[src/rtl/tmse_pkg.sv]
`timescale 1ns / 1ps
// ----------------------------------------------------------------------------
// tmse_pkg
// Shared types and constants of the Turing machine step engine: payload
// words, configuration bundle, rule layout, codes and controller interface.
// ----------------------------------------------------------------------------
package tmse_pkg;

	localparam int STATE_BITS      = 8;
	localparam int SYMBOL_BITS     = 8;
	localparam int HEAD_BITS       = 10;
	localparam int STEP_BITS       = 32;
	localparam int RULES_USED_BITS = 7;
	localparam int SLOT_IDX_BITS   = 6;
	localparam int MOVE_BITS       = 2;
	localparam int APB_AW          = 4;
	localparam int APB_DW          = 32;

	typedef enum logic [1:0] {
		OP_LOAD  = 2'd0,
		OP_START = 2'd1,
		OP_STEP  = 2'd2,
		OP_READ  = 2'd3
	} opcode_t;

	typedef enum logic [1:0] {
		ST_STEP   = 2'd0,
		ST_FINAL  = 2'd1,
		ST_NORULE = 2'd2,
		ST_DONE   = 2'd3
	} status_t;

	localparam logic [MOVE_BITS-1:0] MOVE_STAY     = 2'd0;
	localparam logic [MOVE_BITS-1:0] MOVE_LEFT     = 2'd1;
	localparam logic [MOVE_BITS-1:0] MOVE_RIGHT    = 2'd2;
	localparam logic [MOVE_BITS-1:0] MOVE_STAY_ALT = 2'd3;

	localparam logic [1:0] REG_INIT_STATE  = 2'd0;
	localparam logic [1:0] REG_FINAL_STATE = 2'd1;
	localparam logic [1:0] REG_INIT_POS    = 2'd2;
	localparam logic [1:0] REG_RULES_USED  = 2'd3;

	typedef enum logic [2:0] {
		S_RST_CLR,
		S_IDLE,
		S_READ,
		S_SEARCH,
		S_START_CLR,
		S_REPLY
	} fsm_t;

	typedef struct packed {
		logic [1:0]               opcode;
		logic [SLOT_IDX_BITS-1:0] rule_index;
		logic [STATE_BITS-1:0]    rule_state;
		logic [SYMBOL_BITS-1:0]   rule_scan;
		logic [SYMBOL_BITS-1:0]   rule_write;
		logic [MOVE_BITS-1:0]     rule_move;
		logic [STATE_BITS-1:0]    rule_next;
		logic [HEAD_BITS-1:0]     tape_addr;
	} in_t;

	typedef struct packed {
		logic [1:0]             status;
		logic                   edge_blocked;
		logic [STATE_BITS-1:0]  machine_state_out;
		logic [HEAD_BITS-1:0]   head_out;
		logic [STEP_BITS-1:0]   steps_out;
		logic [SYMBOL_BITS-1:0] cell_value;
	} out_t;

	typedef struct packed {
		logic [STATE_BITS-1:0]      initial_state;
		logic [STATE_BITS-1:0]      final_state;
		logic [HEAD_BITS-1:0]       initial_position;
		logic [RULES_USED_BITS-1:0] rules_used;
	} cfg_t;

	typedef struct packed {
		logic [STATE_BITS-1:0]  match_state;
		logic [SYMBOL_BITS-1:0] match_scan;
		logic [SYMBOL_BITS-1:0] write_sym;
		logic [MOVE_BITS-1:0]   move;
		logic [STATE_BITS-1:0]  next_state;
	} rule_t;

	// controller -> datapath
	typedef struct packed {
		logic    accept;
		logic    load_rule;
		logic    start_init;
		logic    step_begin;
		logic    read_begin;
		logic    read_latch;
		logic    clr_run;
		logic    advance;
		logic    apply;
		logic    code_we;
		status_t code;
		logic    out_load;
	} ctl_t;

	// datapath -> controller
	typedef struct packed {
		logic clr_last;
		logic exhausted;
		logic hit;
		logic at_final;
	} stat_t;

endpackage

[src/rtl/tmse_ctrl.sv]
`timescale 1ns / 1ps
// ----------------------------------------------------------------------------
// tmse_ctrl
// Sequencer of the step engine: tape clearing, command dispatch, rule search
// and the result register handshake.
// ----------------------------------------------------------------------------
module tmse_ctrl (
	input  logic            clk,
	input  logic            arst_n,
	input  logic            cmd_valid,
	output logic            cmd_stall,
	input  logic [1:0]      opcode,
	output logic            rsp_valid,
	input  logic            rsp_stall,
	input  tmse_pkg::stat_t stat,
	output tmse_pkg::ctl_t  ctl
);

	tmse_pkg::fsm_t state_q, state_d;
	logic           rsp_valid_q;

	always_ff @(posedge clk or negedge arst_n) begin
		if (!arst_n) begin
			state_q     <= tmse_pkg::S_RST_CLR;
			rsp_valid_q <= 1'b0;
		end else begin
			state_q <= state_d;
			if (ctl.out_load) begin
				rsp_valid_q <= 1'b1;
			end else if (!rsp_stall) begin
				rsp_valid_q <= 1'b0;
			end
		end
	end

	assign rsp_valid = rsp_valid_q;

	always_comb begin
		state_d   = state_q;
		ctl       = '0;
		ctl.code  = tmse_pkg::ST_DONE;
		cmd_stall = 1'b1;
		case (state_q)
			tmse_pkg::S_RST_CLR: begin
				ctl.clr_run = 1'b1;
				if (stat.clr_last) begin
					state_d = tmse_pkg::S_IDLE;
				end
			end
			tmse_pkg::S_IDLE: begin
				cmd_stall = 1'b0;
				if (cmd_valid) begin
					ctl.accept = 1'b1;
					case (opcode)
						tmse_pkg::OP_LOAD: begin
							ctl.load_rule = 1'b1;
							state_d       = tmse_pkg::S_REPLY;
						end
						tmse_pkg::OP_START: begin
							ctl.start_init = 1'b1;
							state_d        = tmse_pkg::S_START_CLR;
						end
						tmse_pkg::OP_STEP: begin
							ctl.step_begin = 1'b1;
							state_d        = tmse_pkg::S_SEARCH;
						end
						tmse_pkg::OP_READ: begin
							ctl.read_begin = 1'b1;
							state_d        = tmse_pkg::S_READ;
						end
						default: begin
							state_d = tmse_pkg::S_REPLY;
						end
					endcase
				end
			end
			tmse_pkg::S_READ: begin
				ctl.read_latch = 1'b1;
				state_d        = tmse_pkg::S_REPLY;
			end
			tmse_pkg::S_SEARCH: begin
				if (stat.exhausted) begin
					ctl.code_we = 1'b1;
					ctl.code    = stat.at_final ? tmse_pkg::ST_FINAL : tmse_pkg::ST_NORULE;
					state_d     = tmse_pkg::S_REPLY;
				end else if (stat.hit) begin
					ctl.apply = 1'b1;
					state_d   = tmse_pkg::S_REPLY;
				end else begin
					// try the next slot
					ctl.advance = 1'b1;
				end
			end
			tmse_pkg::S_START_CLR: begin
				ctl.clr_run = 1'b1;
				if (stat.clr_last) begin
					state_d = tmse_pkg::S_REPLY;
				end
			end
			tmse_pkg::S_REPLY: begin
				// hold until the result register is free
				if (!rsp_valid_q || !rsp_stall) begin
					ctl.out_load = 1'b1;
					state_d      = tmse_pkg::S_IDLE;
				end
			end
			default: begin
				state_d = tmse_pkg::S_RST_CLR;
			end
		endcase
	end

endmodule

[config.mk]
export PLATFORM = sky130hd
export DESIGN_NAME = tmse_ctrl
export DESIGN_NICKNAME = d
export VERILOG_FILES = /design/src/rtl/tmse_pkg.sv /design/src/rtl/tmse_ctrl.sv
export SDC_FILE = /design/constraint.sdc
export NUM_CORES = 1
export LEC_CHECK = 0
export BUFFER_PORTS_ARGS = -buffer_cell sky130_fd_sc_hd__buf_2
export CAP_MARGIN = 20
export CORE_AREA = 4 4 41 43
export DETAILED_ROUTE_END_ITERATION = 10
export DIE_AREA = 0 0 45 47
export MAX_ROUTING_LAYER = met4
export PLACE_DENSITY = 0.61
export SETUP_SLACK_MARGIN = 0.1
export SKIP_CTS_REPAIR_TIMING = 1
export SYNTH_ARGS = -nofsm -noshare
export SYNTH_HDL_FRONTEND = slang
export SYNTH_SLANG_ARGS = --single-unit
[constraint.sdc]
create_clock -name clk -period 2.2 [get_ports clk]
set_clock_uncertainty 0.2 [all_clocks]
set_input_delay 0.44 -clock clk [delete_from_list [all_inputs] [get_ports clk]]
set_output_delay 0.44 -clock clk [all_outputs]
set_load 0.01 [all_outputs]
After elaboration in Yosys (flattened, before gate mapping):

Cells that the tools add are included.

* register bits after elaboration: 4
* word-level logic and storage cells: 50
* input bits: 10

* reduce and logical (&&, ||, !) cells: 7
* muxes and demuxes: 27
* equal/unequal tests: 14

Operator list (number)
* 2-to-1 mux 3 bit: 7
* one-hot mux 3 bit (6 select lines): 1
* 2-to-1 mux 5 bit: 3
* 2-to-1 mux 1 bit: 13
* one-hot mux 3 bit (4 select lines): 1
* inequality test 2 bit (second input constant): 4
* equality test 3 x 2 -> 1 bit (second input constant): 2
* equality test 3 bit (second input constant): 2
* AND reduction 5 bit: 1
* equality test 2 bit (second input constant): 2
* 2-to-1 mux 2 bit: 2
* equality test 3 x 1 -> 1 bit (second input constant): 1
* logical NOT 3 bit: 1
* inequality test 3 bit (second input constant): 1
* equality test 2 x 1 -> 1 bit (second input constant): 1
* logical NOT 1 bit: 2
* logical NOT 2 bit: 1
* inequality test 2 x 1 -> 1 bit (second input constant): 1
* OR reduction 2 bit: 1
* logical OR 1 bit: 1

Longest topological paths before layout:

Gate-level depths: netlist (run 1).

* word-level depth: 5
* gate-level depth with buffers: 6

Worst setup path before layout (run 1):

No wires, ideal clock.

* path kind: register to output
* from: reg state_q[1]
* to: out ctl[10] (netlist bit)
* arrival time: 1.174 ns
* required time: 1.560 ns
* buffers on the path: 1
* stages on the path, launching flop included: 5
* path slack: 0.386 ns
* path through: dfrtp_1 buf_2 nor3b_2 nand2_1 nor3b_1

RTL lines
* start, declared: line tmse_ctrl.sv:19 `tmse_pkg::fsm_t state_q, state_d;`
* start signal, assigned: line tmse_ctrl.sv:24 `state_q <= tmse_pkg::S_RST_CLR;`
* start signal, assigned: line tmse_ctrl.sv:27 `state_q <= state_d;`
* end, declared: line tmse_ctrl.sv:16 `output tmse_pkg::ctl_t ctl`

==> results.md, run 1 <==
- Status: finished clean
- # Max-Cap Violations: 0
- Num CTS Buffers: 3
- Worst R2R Path Depth: 3
- Fmax: 489 MHz
- Largest net degree at the start of global routing: 12
- Worst-Margin Slew: 243 ps
- Placer Congestion: 0.813
- Global route hottest layer: met2
- Synth unique cells: 22
- I/O pins: 25
- Vias in the first global route: 352
- Post-DP HPWL: 710 µm
- Hold depth: 3
- Fin crit share: 0.930
- Syn Nets: 53
- Critical Path End Type: output port
- CTS max path bufs: 2
- Gr ovfl total: 0
- Die ar.: 2120 µm²
- Antenna cells: 0
- Clk pin slew, worst setup/hold paths: 40 ps
- WHS: 234 ps
- Sequential fraction of the synthesis area: 0.290
- Layout cells sized above 1: 0.569
- Leakage: 0.000296 µW
- Util after Layout: 0.417
- DRT Wirelength: 1030 µm
- YS warnings: 0
- First drt pass iteration count: 4
- Rel. slew slack: 0.836
- CTS Sinks: 4
- Period minus WS final: 2050 ps
- RSZ-0062 raised after global routing: false
- R2r setup slk: 460 ps
- Setup TNS: 0 ps
- Port buffer count: 24
- Root buf cell: clkbuf_4
- Met3 Use GR: 0.0575
- Hold Path Class: in2reg
- Final-stage net count: 84
- Vias/cell: 4.69
- First-pass GRT wire length: 1440 µm
- GRT Total Usage: 0.104
- Reg-to-reg endpoint: state_q[2]$_DFFE_PN0P_
- Initial Util: 0.265
- Avg Synthesized Cell Area: 8.03 µm²
- Area Growth Syn to Fin: 57.2%
- Chip Width: 45 µm
- Initial antenna violation count: 0
- DR vias: 408
- DRT iter0 DRCs: 17
- CP max FO: 4
- Post-Syn Instances: 43
- CP Launch Type: flip-flop
- Worst-skew pair later-pin latency: 240 ps
- M1 GR Usage: 0.124
- Final Max Tran Viols: 0
- Met2 Use GR: 0.138
- Hold_sp: rsp_stall
- Crit path DAT: 1410 ps
- Placed cell count: 81
- Cell Area, Synth: 345 µm²
- Post-route ant nets: 0
- Die Y: 47 µm
- Reg-to-Reg Start: state_q[2]$_DFFE_PN0P_
- CTS tree: yes
- Routed WL per cell: 11.9 µm
- #FFs+latches synth: 4
- Cell Pwr Density: 1170 nW/µm²
- Final hold violation count: 0
- # rows: 13
- Critical Path RT: 1560 ps
- Critical path class: reg2out
- Worst vdd ir: 0.648 mV
- CORE AREA: 1300 µm²
- Post-route DRC violation count: 0
- Final Non-Filler Cells: 87
- Hold EP: rsp_valid$_DFFE_PN0P_
- Setup violators final: 0
- H-tree lvl count: 1
[worst max-delay path by stage]
| stage | startpoint | endpoint | depth (start not counted) |
|---|---|---|---|
| 2_1_floorplan | state_q[1]$_DFFE_PN0P_ | ctl[10] | 4 |
| 5_1_grt | state_q[1]$_DFFE_PN0P_ | ctl[9] | 6 |
| 6_report | state_q[2]$_DFFE_PN0P_ | ctl[5] | 3 |
| 3_3_place_gp | state_q[0]$_DFFE_PN0P_ | ctl[9] | 6 |
| 4_1_cts | state_q[0]$_DFFE_PN0P_ | ctl[9] | 6 |
| 3_5_place_dp | state_q[0]$_DFFE_PN0P_ | ctl[9] | 6 |
[power by group]
group | switching [µW] | internal [µW]
logic | 190 | 202
clock network | 38.0 | 61.6
registers | 34.5 | 108
[registers in the layout, summed over array words and instances (netlist names)]
signal	count
rsp_valid	1
state_q	3
[routing by layer]
layer | share of wire | wire length, µm | vias up
met5 | 0 | 0 | -
li1 | - | - | 207
met3 | 0.11 | 112 | 2
met4 | 0.0039 | 4 | 0
met2 | 0.45 | 469 | 23
met1 | 0.43 | 446 | 176
[layout make-up]
class / count / area (µm²)
Multi-Input combinational cell: 33 / 228
Clock buffer: 3 / 22.5
Timing Repair Buffer: 29 / 160
Sequential cell: 4 / 103
Fill cell: 143 / 758
Inverter: 3 / 11.3
Tap cell: 15 / 18.8
[cell usage after synthesis (all sizes together)]
| master | count | share of area |
|---|---|---|
| nor3b | 3 | 0.080 |
| and4b | 1 | 0.029 |
| inv | 3 | 0.033 |
| a21oi | 2 | 0.029 |
| o21ai | 2 | 0.029 |
| or4 | 1 | 0.033 |
| nor2b | 2 | 0.036 |
| nor3 | 2 | 0.029 |
| nor2 | 2 | 0.022 |
| buf | 3 | 0.058 |
| o221a | 1 | 0.058 |
| o22a | 1 | 0.025 |
| nor4b | 1 | 0.025 |
| dfrtp | 4 | 0.29 |
| and3 | 1 | 0.018 |
| nand2b | 1 | 0.018 |
| mux2 | 1 | 0.043 |
| o31a | 1 | 0.025 |
| nand2 | 11 | 0.12 |
[worst max-delay path, stage by stage (launching register included)]
cell,delay (ps)
dfrtp_2,430
or4_4,550
inv_1,60
buf_2,120
[per-stage QoR]
stage	instance area (µm²)	total power [µW]	worst slack, ps
finish	543	634	154
detailed placement	479	490	289
global placement	479	487	289
floorplan	345	394	386
CTS	502	593	13.5
global route	543	687	89.4
[layout by cell type (no fill, tap or decap), drive strengths merged, types with 2 or more instances in the layout]
master and instances:
a21oi 2, buf 28, clkbuf 3, dfrtp 4, inv 3, nand2 11, nor2 2, nor2b 2
nor3 2, nor3b 3, o21ai 2
[kinds of logic (layout without fill, tap and decap cells)]
kind of cell | after synthesis | after routing | synth area share
DFF | 4 | 4 | 0.290
and+or+nand+nor | 25 | 25 | 0.409
buffers and inverters | 6 | 35 | 0.0906
AOI/OAI and AO/OA | 7 | 7 | 0.167
muxes | 1 | 1 | 0.0435
Note: power is estimated with default switching activity, not from simulation.
==> run 2: changes to the inputs <==
--- a/config.mk
+++ b/config.mk
@@ -11,7 +11,7 @@
 export DETAILED_ROUTE_END_ITERATION = 10
 export DIE_AREA = 0 0 45 47
 export MAX_ROUTING_LAYER = met4
-export PLACE_DENSITY = 0.61
+export PLACE_DENSITY = 0.63
 export SETUP_SLACK_MARGIN = 0.1
 export SKIP_CTS_REPAIR_TIMING = 1
 export SYNTH_ARGS = -nofsm -noshare
==> constraint.sdc (replaced) <==
create_clock -name clk -period 1.8 [get_ports clk]
set_clock_uncertainty 0.2 [all_clocks]
set_input_delay 0.36 -clock clk [delete_from_list [all_inputs] [get_ports clk]]
set_output_delay 0.36 -clock clk [all_outputs]
set_load 0.01 [all_outputs]
==> run 2 against run 1 <==
  * The run now ends with negative setup slack left
  * Global-route usage shrank 0.99 points
  * Cell area grew 11%
  * Non-clock buffer count grew 3
  * Hold slack lost 84 ps
  * Routed wire length grew 0.78%
  * Die area is the same
  * Register-to-register slack lost 490 ps
  * Largest power group unchanged
  * Highest routed layer unchanged
==> results.md, run 2 (synthesis gave the netlist of run 1 again) <==
- Final-stage net count: 87 (+3.6%)
- Worst-Margin Slew: 215 ps (-28.5 ps)
- DRT iter0 DRCs: 8 (-9)
- Power consumption: 825 µW (+30%)
- Setup violators final: 10 (+10)
- Area Growth Syn to Fin: 74.6%
- Root buf cell: clkbuf_4
- First-pass GRT wire length: 1350 µm (-6.7%)
- CORE AREA: 1300 µm² (unchanged)
- Combinational power share: 0.645 (+0.028)
- Violated checks: negative setup slack
- Final hold violation count: 0 (unchanged)
- Worst-skew pair later-pin latency: 240 ps (about the same)
- Fmax: 512 MHz
- Critical path class: reg2out
- # rows: 13 (unchanged)
- Chip Width: 45 µm (unchanged)
- Vias in the first global route: 327 (-7.1%)
- Fin crit share: 1.08
- Commonest non-fill, non-tap cell in the layout: buf_2
- Initial Util: 0.265 (unchanged)
- Storage cell area: 101 µm² (-1.2%)
- Number of fill cells: 139 (-2.8%)
- Num CTS Buffers: 3 (unchanged)
- Die ar.: 2120 µm² (unchanged)
- Gr ovfl total: 0 (unchanged)
- Leakage: 0.000316 µW (+6.6%)
- Largest net degree at the start of global routing: 10 (-2)
- DP Worst Slack: 40.7 ps (-248 ps)
- Crit path DAT: 1390 ps (-20 ps)
- CTS tree: yes
- I/O pins: 25 (unchanged)
- Multi-input logic area: 240 µm² (+5.5%)
- Switching power: 329 µW (+26%)
- Period minus WS final: 1950 ps
- Routed WL per cell: 11.6 µm (-2.6%)
- Hold Path Class: in2reg
- RSZ-0062 raised after global routing: true
- Reg with most FFs: state_q
- DR vias: 423 (+3.7%)
- CP Launch Type: flip-flop
- Post-DP HPWL: 787 µm (+11%)
- Placed Area: 494 µm² (+3.1%)
- Power Internal: 496 µW (+33%)
- Final Max Tran Viols: 0 (unchanged)
- WHS: 150 ps (-84.3 ps)
- Post-route ant nets: 0 (unchanged)
- CTS Sinks: 4 (unchanged)
- Post-route DRC violation count: 0 (unchanged)
- DRT Wirelength: 1040 µm (+0.78%)
- GRT Total Usage: 0.0941 (-0.00991)
- Rel. slew slack: 0.856 (+0.0206)
- Layout cells sized above 1: 0.653 (+0.0839)
- Critical Path RT: 1240 ps (-320 ps)
- # Max-Cap Violations: 0 (unchanged)
- Clk pin slew, worst setup/hold paths: 40 ps (about the same)
- CP max FO: 5 (+1)
- Max reg flops: 3 (unchanged)
- H-tree lvl count: 1 (unchanged)
- Antenna cells: 0 (unchanged)
- Initial antenna violation count: 0 (unchanged)
- Sequential share of power: 0.214 (-0.012)
- Worst vdd ir: 0.682 mV (+5.1%)
- Port buffer count: 24 (unchanged)
- Cell Pwr Density: 1370 nW/µm² (+17%)
- First drt pass iteration count: 2 (-2)
- Final instance area: 603 µm² (+11%)
- Vias/cell: 4.70 (+0.22%)
- CTS max path bufs: 2 (unchanged)
- Final worst slack: -152 ps (-306 ps)
- Status: complete, but fails checks
- Switching part of the total: 0.399 (-0.0146)
- Placer Congestion: 0.721 (-11%)
- Commonest non-fill, non-tap cells in the layout: 21 x buf_2, 9 x nand2_1, 5 x buf_6, 5 x buf_4
- Die Y: 47 µm (unchanged)
- Critical Path End Type: output port
- Clock share of power: 0.141 (-0.016)
run 2: worst paths after layout:
kind | startpoint | endpoint | slack (ps) | depth (start not counted)
worst max register to register | state_q[2]$_DFFE_PN0P_ | state_q[2]$_DFFE_PN0P_ | -30 | 4
max in group asynchronous | arst_n | state_q[2]$_DFFE_PN0P_ | 1020 | 2
worst min-delay path | rsp_stall | rsp_valid$_DFFE_PN0P_ | 150 | 3
worst max-delay path | state_q[1]$_DFFE_PN0P_ | ctl[8] | -150 | 5
min in group asynchronous | arst_n | rsp_valid$_DFFE_PN0P_ | 250 | 2
worst min register to register | rsp_valid$_DFFE_PN0P_ | rsp_valid$_DFFE_PN0P_ | 320 | 2
run 2: worst max-delay path: stages, from the launching register on:
cell and delay, ps:
dfrtp_1 420, nor3b_2 260, nand2_2 110, inv_2 80, and3_4 180, buf_6 90
run 2: stage by stage:
| step | cells | utilization | TNS (ps) |
|---|---|---|---|
| 2_1_floorplan | 43 | - | 0 |
| 3_3_place_gp | 82 | 0.380 | 0 |
| 3_5_place_dp | 82 | 0.380 | 0 |
| 4_1_cts | 85 | 0.397 | -986 |
| 5_1_grt | 90 | 0.463 | -1400 |
| 6_report | 90 | 0.463 | -706 |
run 2: cell type report:
| type | instances | share of cell area |
|---|---|---|
| Timing Repair Buffer | 32 | 0.346 |
| Sequential cell | 4 | 0.168 |
| Clock buffer | 3 | 0.0373 |
| Multi-Input combinational cell | 33 | 0.398 |
| Inverter | 3 | 0.0187 |
| Tap cell | 15 | 0.0311 |
run 2: routing by layer:
metal,vias to the layer above,global-route usage,part of all wire
li1,212,-,-
met1,188,0.0963,0.37
met2,18,0.147,0.50
met3,5,0.0345,0.11
met4,0,0.0702,0.021
met5,-,-,0
run 2: power by group through the flow:
stage	clock [µW]	sequential [µW]	combinational, µW
floorplan	0	156	328
global placement	0	172	435
detailed placement	0	171	442
CTS	118	172	443
global route	126	183	576
finish	116	177	532
==> run 3: changes to the inputs <==
--- a/config.mk
+++ b/config.mk
@@ -7,11 +7,12 @@
 export LEC_CHECK = 0
 export BUFFER_PORTS_ARGS = -buffer_cell sky130_fd_sc_hd__buf_2
 export CAP_MARGIN = 20
-export CORE_AREA = 4 4 41 43
+export CORE_AREA = 2 2 39 41
 export DETAILED_ROUTE_END_ITERATION = 10
-export DIE_AREA = 0 0 45 47
+export DIE_AREA = 0 0 41 43
 export MAX_ROUTING_LAYER = met4
 export PLACE_DENSITY = 0.63
+export RECOVER_POWER = 25
 export SETUP_SLACK_MARGIN = 0.1
 export SKIP_CTS_REPAIR_TIMING = 1
 export SYNTH_ARGS = -nofsm -noshare
==> run 3 against run 2 <==
  * The flow still finishes with violations (negative setup slack)
  * Via count rose by 4.5%
  * Flip-flop and latch count did not move
  * Cell count rose by 5.6%
  * Sequential share of layout area fell by 1.3 points
  * Non-clock buffer count rose by 4
  * Setup slack improved by 14 ps
  * Die area fell by 17%
  * Combinational power rose by 15%
  * Routed wire length rose by 2.8%
  * Register-to-register slack barely moved
  * Fmax rose by 0.72%
  * Clock power barely moved
  * Largest cell class unchanged
  * Largest power group unchanged
==> results.md, run 3 (synthesis gave the netlist of run 1 again) <==
- Status: complete, but fails checks
- Violated checks: negative setup slack
- Final worst slack: -138 ps (+14.0 ps)
- Worst-skew pair later-pin latency: 240 ps (about the same)
- DRT iter0 DRCs: 0 (-8)
- Final-stage net count: 91 (+4.6%)
- CTS Sinks: 4 (unchanged)
- WHS: 181 ps (+31.0 ps)
- Period minus WS final: 1940 ps (-14.0 ps)
- Post-route DRC violation count: 0 (unchanged)
- Hold Path Class: in2reg
- RSZ-0062 raised after global routing: true
- Hold_sp: rsp_stall
- Root buf cell: clkbuf_4
- Power consumption: 905 µW (+9.7%)
- Final hold violation count: 0 (unchanged)
- Routed WL per cell: 11.3 µm (-2.6%)
- Area Growth Syn to Fin: 91.3%
- Critical Path End Type: output port
- Initial Util: 0.250 (-0.0158)
- Layout cells sized above 1: 0.709 (+0.0555)
- Die ar.: 1760 µm² (-17%)
- CP max FO: 4 (-1)
- Cell Pwr Density: 1370 nW/µm² (+0.14%)
- Placed Area: 503 µm² (+1.8%)
- Num CTS Buffers: 3 (unchanged)
- I/O pins: 25 (unchanged)
- Antenna cells: 0 (unchanged)
- Fmax: 516 MHz (+0.72%)
- Reg with most FFs: state_q
- Commonest non-fill, non-tap cell in the layout: buf_2
- H-tree lvl count: 1 (unchanged)
- Port buffer count: 24 (unchanged)
- First drt pass iteration count: 1 (-1)
- Leakage: 0.000343 µW (+8.5%)
- Critical Path RT: 1240 ps (about the same)
- # Max-Cap Violations: 0 (unchanged)
- CTS max path bufs: 2 (unchanged)
- DR vias: 442 (+4.5%)
- Slowest stage delay, CP: 550 ps (+130 ps)
- CP Launch Type: flip-flop
- CTS tree: yes
- Post-route ant nets: 0 (unchanged)
- Crit path from: state_q[2]$_DFFE_PN0P_
- Vias/cell: 4.65 (-1.0%)
- Placer Congestion: 0.684 (-5.1%)
- Worst path cell trace: or4_4 -> inv_2 -> buf_6
- Placed cell count: 84 (+2.4%)
- Rel. slew slack: 0.858 (+0.00189)
- Die Y: 43 µm (-8.5%)
- Initial antenna violation count: 0 (unchanged)
- Fin crit share: 1.08 (-0.00778)
- CP max stage cell: or4_4
- Post-DP HPWL: 711 µm (-9.7%)
- Crit path DAT: 1380 ps (about the same)
- Commonest non-fill, non-tap cells in the layout: 20 x buf_2, 8 x nand2_1, 8 x buf_4, 6 x buf_6
- Vias in the first global route: 346 (+5.8%)
- DRT Wirelength: 1070 µm (+2.8%)
- Worst vdd ir: 0.633 mV (-7.1%)
- First-pass GRT wire length: 1360 µm (+1.0%)
- CORE AREA: 1380 µm² (+6.3%)
- Chip Width: 41 µm (-8.9%)
- Worst-Margin Slew: 213 ps (-1.89 ps)
- Reg-to-Reg Start: state_q[2]$_DFFE_PN0P_
- Final Max Tran Viols: 0 (unchanged)
- Largest net degree at the start of global routing: 10 (unchanged)
- # rows: 14 (+1)
- Gr ovfl total: 0 (unchanged)
- GRT Total Usage: 0.121 (+0.0265)
- Max reg flops: 3 (unchanged)
- Clk pin slew, worst setup/hold paths: 40 ps (about the same)
- Setup violators final: 11 (+1)
- Final instance area: 661 µm² (+9.5%)
- Critical path class: reg2out
- Final Non-Filler Cells: 95 (+5.6%)
- Number of fill cells: 142 (+2.2%)
[run 3: report_power, final]
group / internal [µW] / switching (µW)
logic: 342 / 270
registers: 131 / 47.6
clock network: 74.8 / 39.6
[run 3: final timing paths]
path | endpoint | slack [ps] | depth (start not counted)
worst max-delay path | ctl[5] | -140 | 3
worst min-delay path | rsp_valid$_DFFE_PN0P_ | 180 | 3
worst max register to register | state_q[2]$_DFFE_PN0P_ | -30 | 4
worst min register to register | rsp_valid$_DFFE_PN0P_ | 350 | 2
max in group asynchronous | state_q[0]$_DFFE_PN0P_ | 920 | 2
min in group asynchronous | state_q[2]$_DFFE_PN0P_ | 280 | 2
[run 3: per-stage QoR]
stage,setup TNS (ps),worst slack [ps],utilization
after detailed placement,0,47.6,0.363
after floorplan,0,105,-
after CTS,-1050,-213,0.380
final,-795,-138,0.477
after global placement,0,61.5,0.363
after global routing,-1640,-206,0.477
[run 3: layout make-up]
| cell class | count | area [µm²] | share of cell area |
|---|---|---|---|
| multi-input cells | 33 | 263 | 0.398 |
| repair buffers | 36 | 241 | 0.366 |
| flip-flops and latches | 4 | 103 | 0.155 |
| clock buffers | 3 | 22.5 | 0.0341 |
| well taps | 16 | 20.0 | 0.0303 |
| inverters | 3 | 11.3 | 0.0170 |
[run 3: routing by layer]
metal,track usage,wire (µm)
met1,0.136,420
met2,0.169,576
met3,0.0628,72
met4,0.0600,0
met5,-,0
[run 3: critical path: cells and delay by family, from the launching register on]
kind | cells | cell delay, ps
simple gates | 1 | 550
flops | 1 | 420
buf+inv | 2 | 160
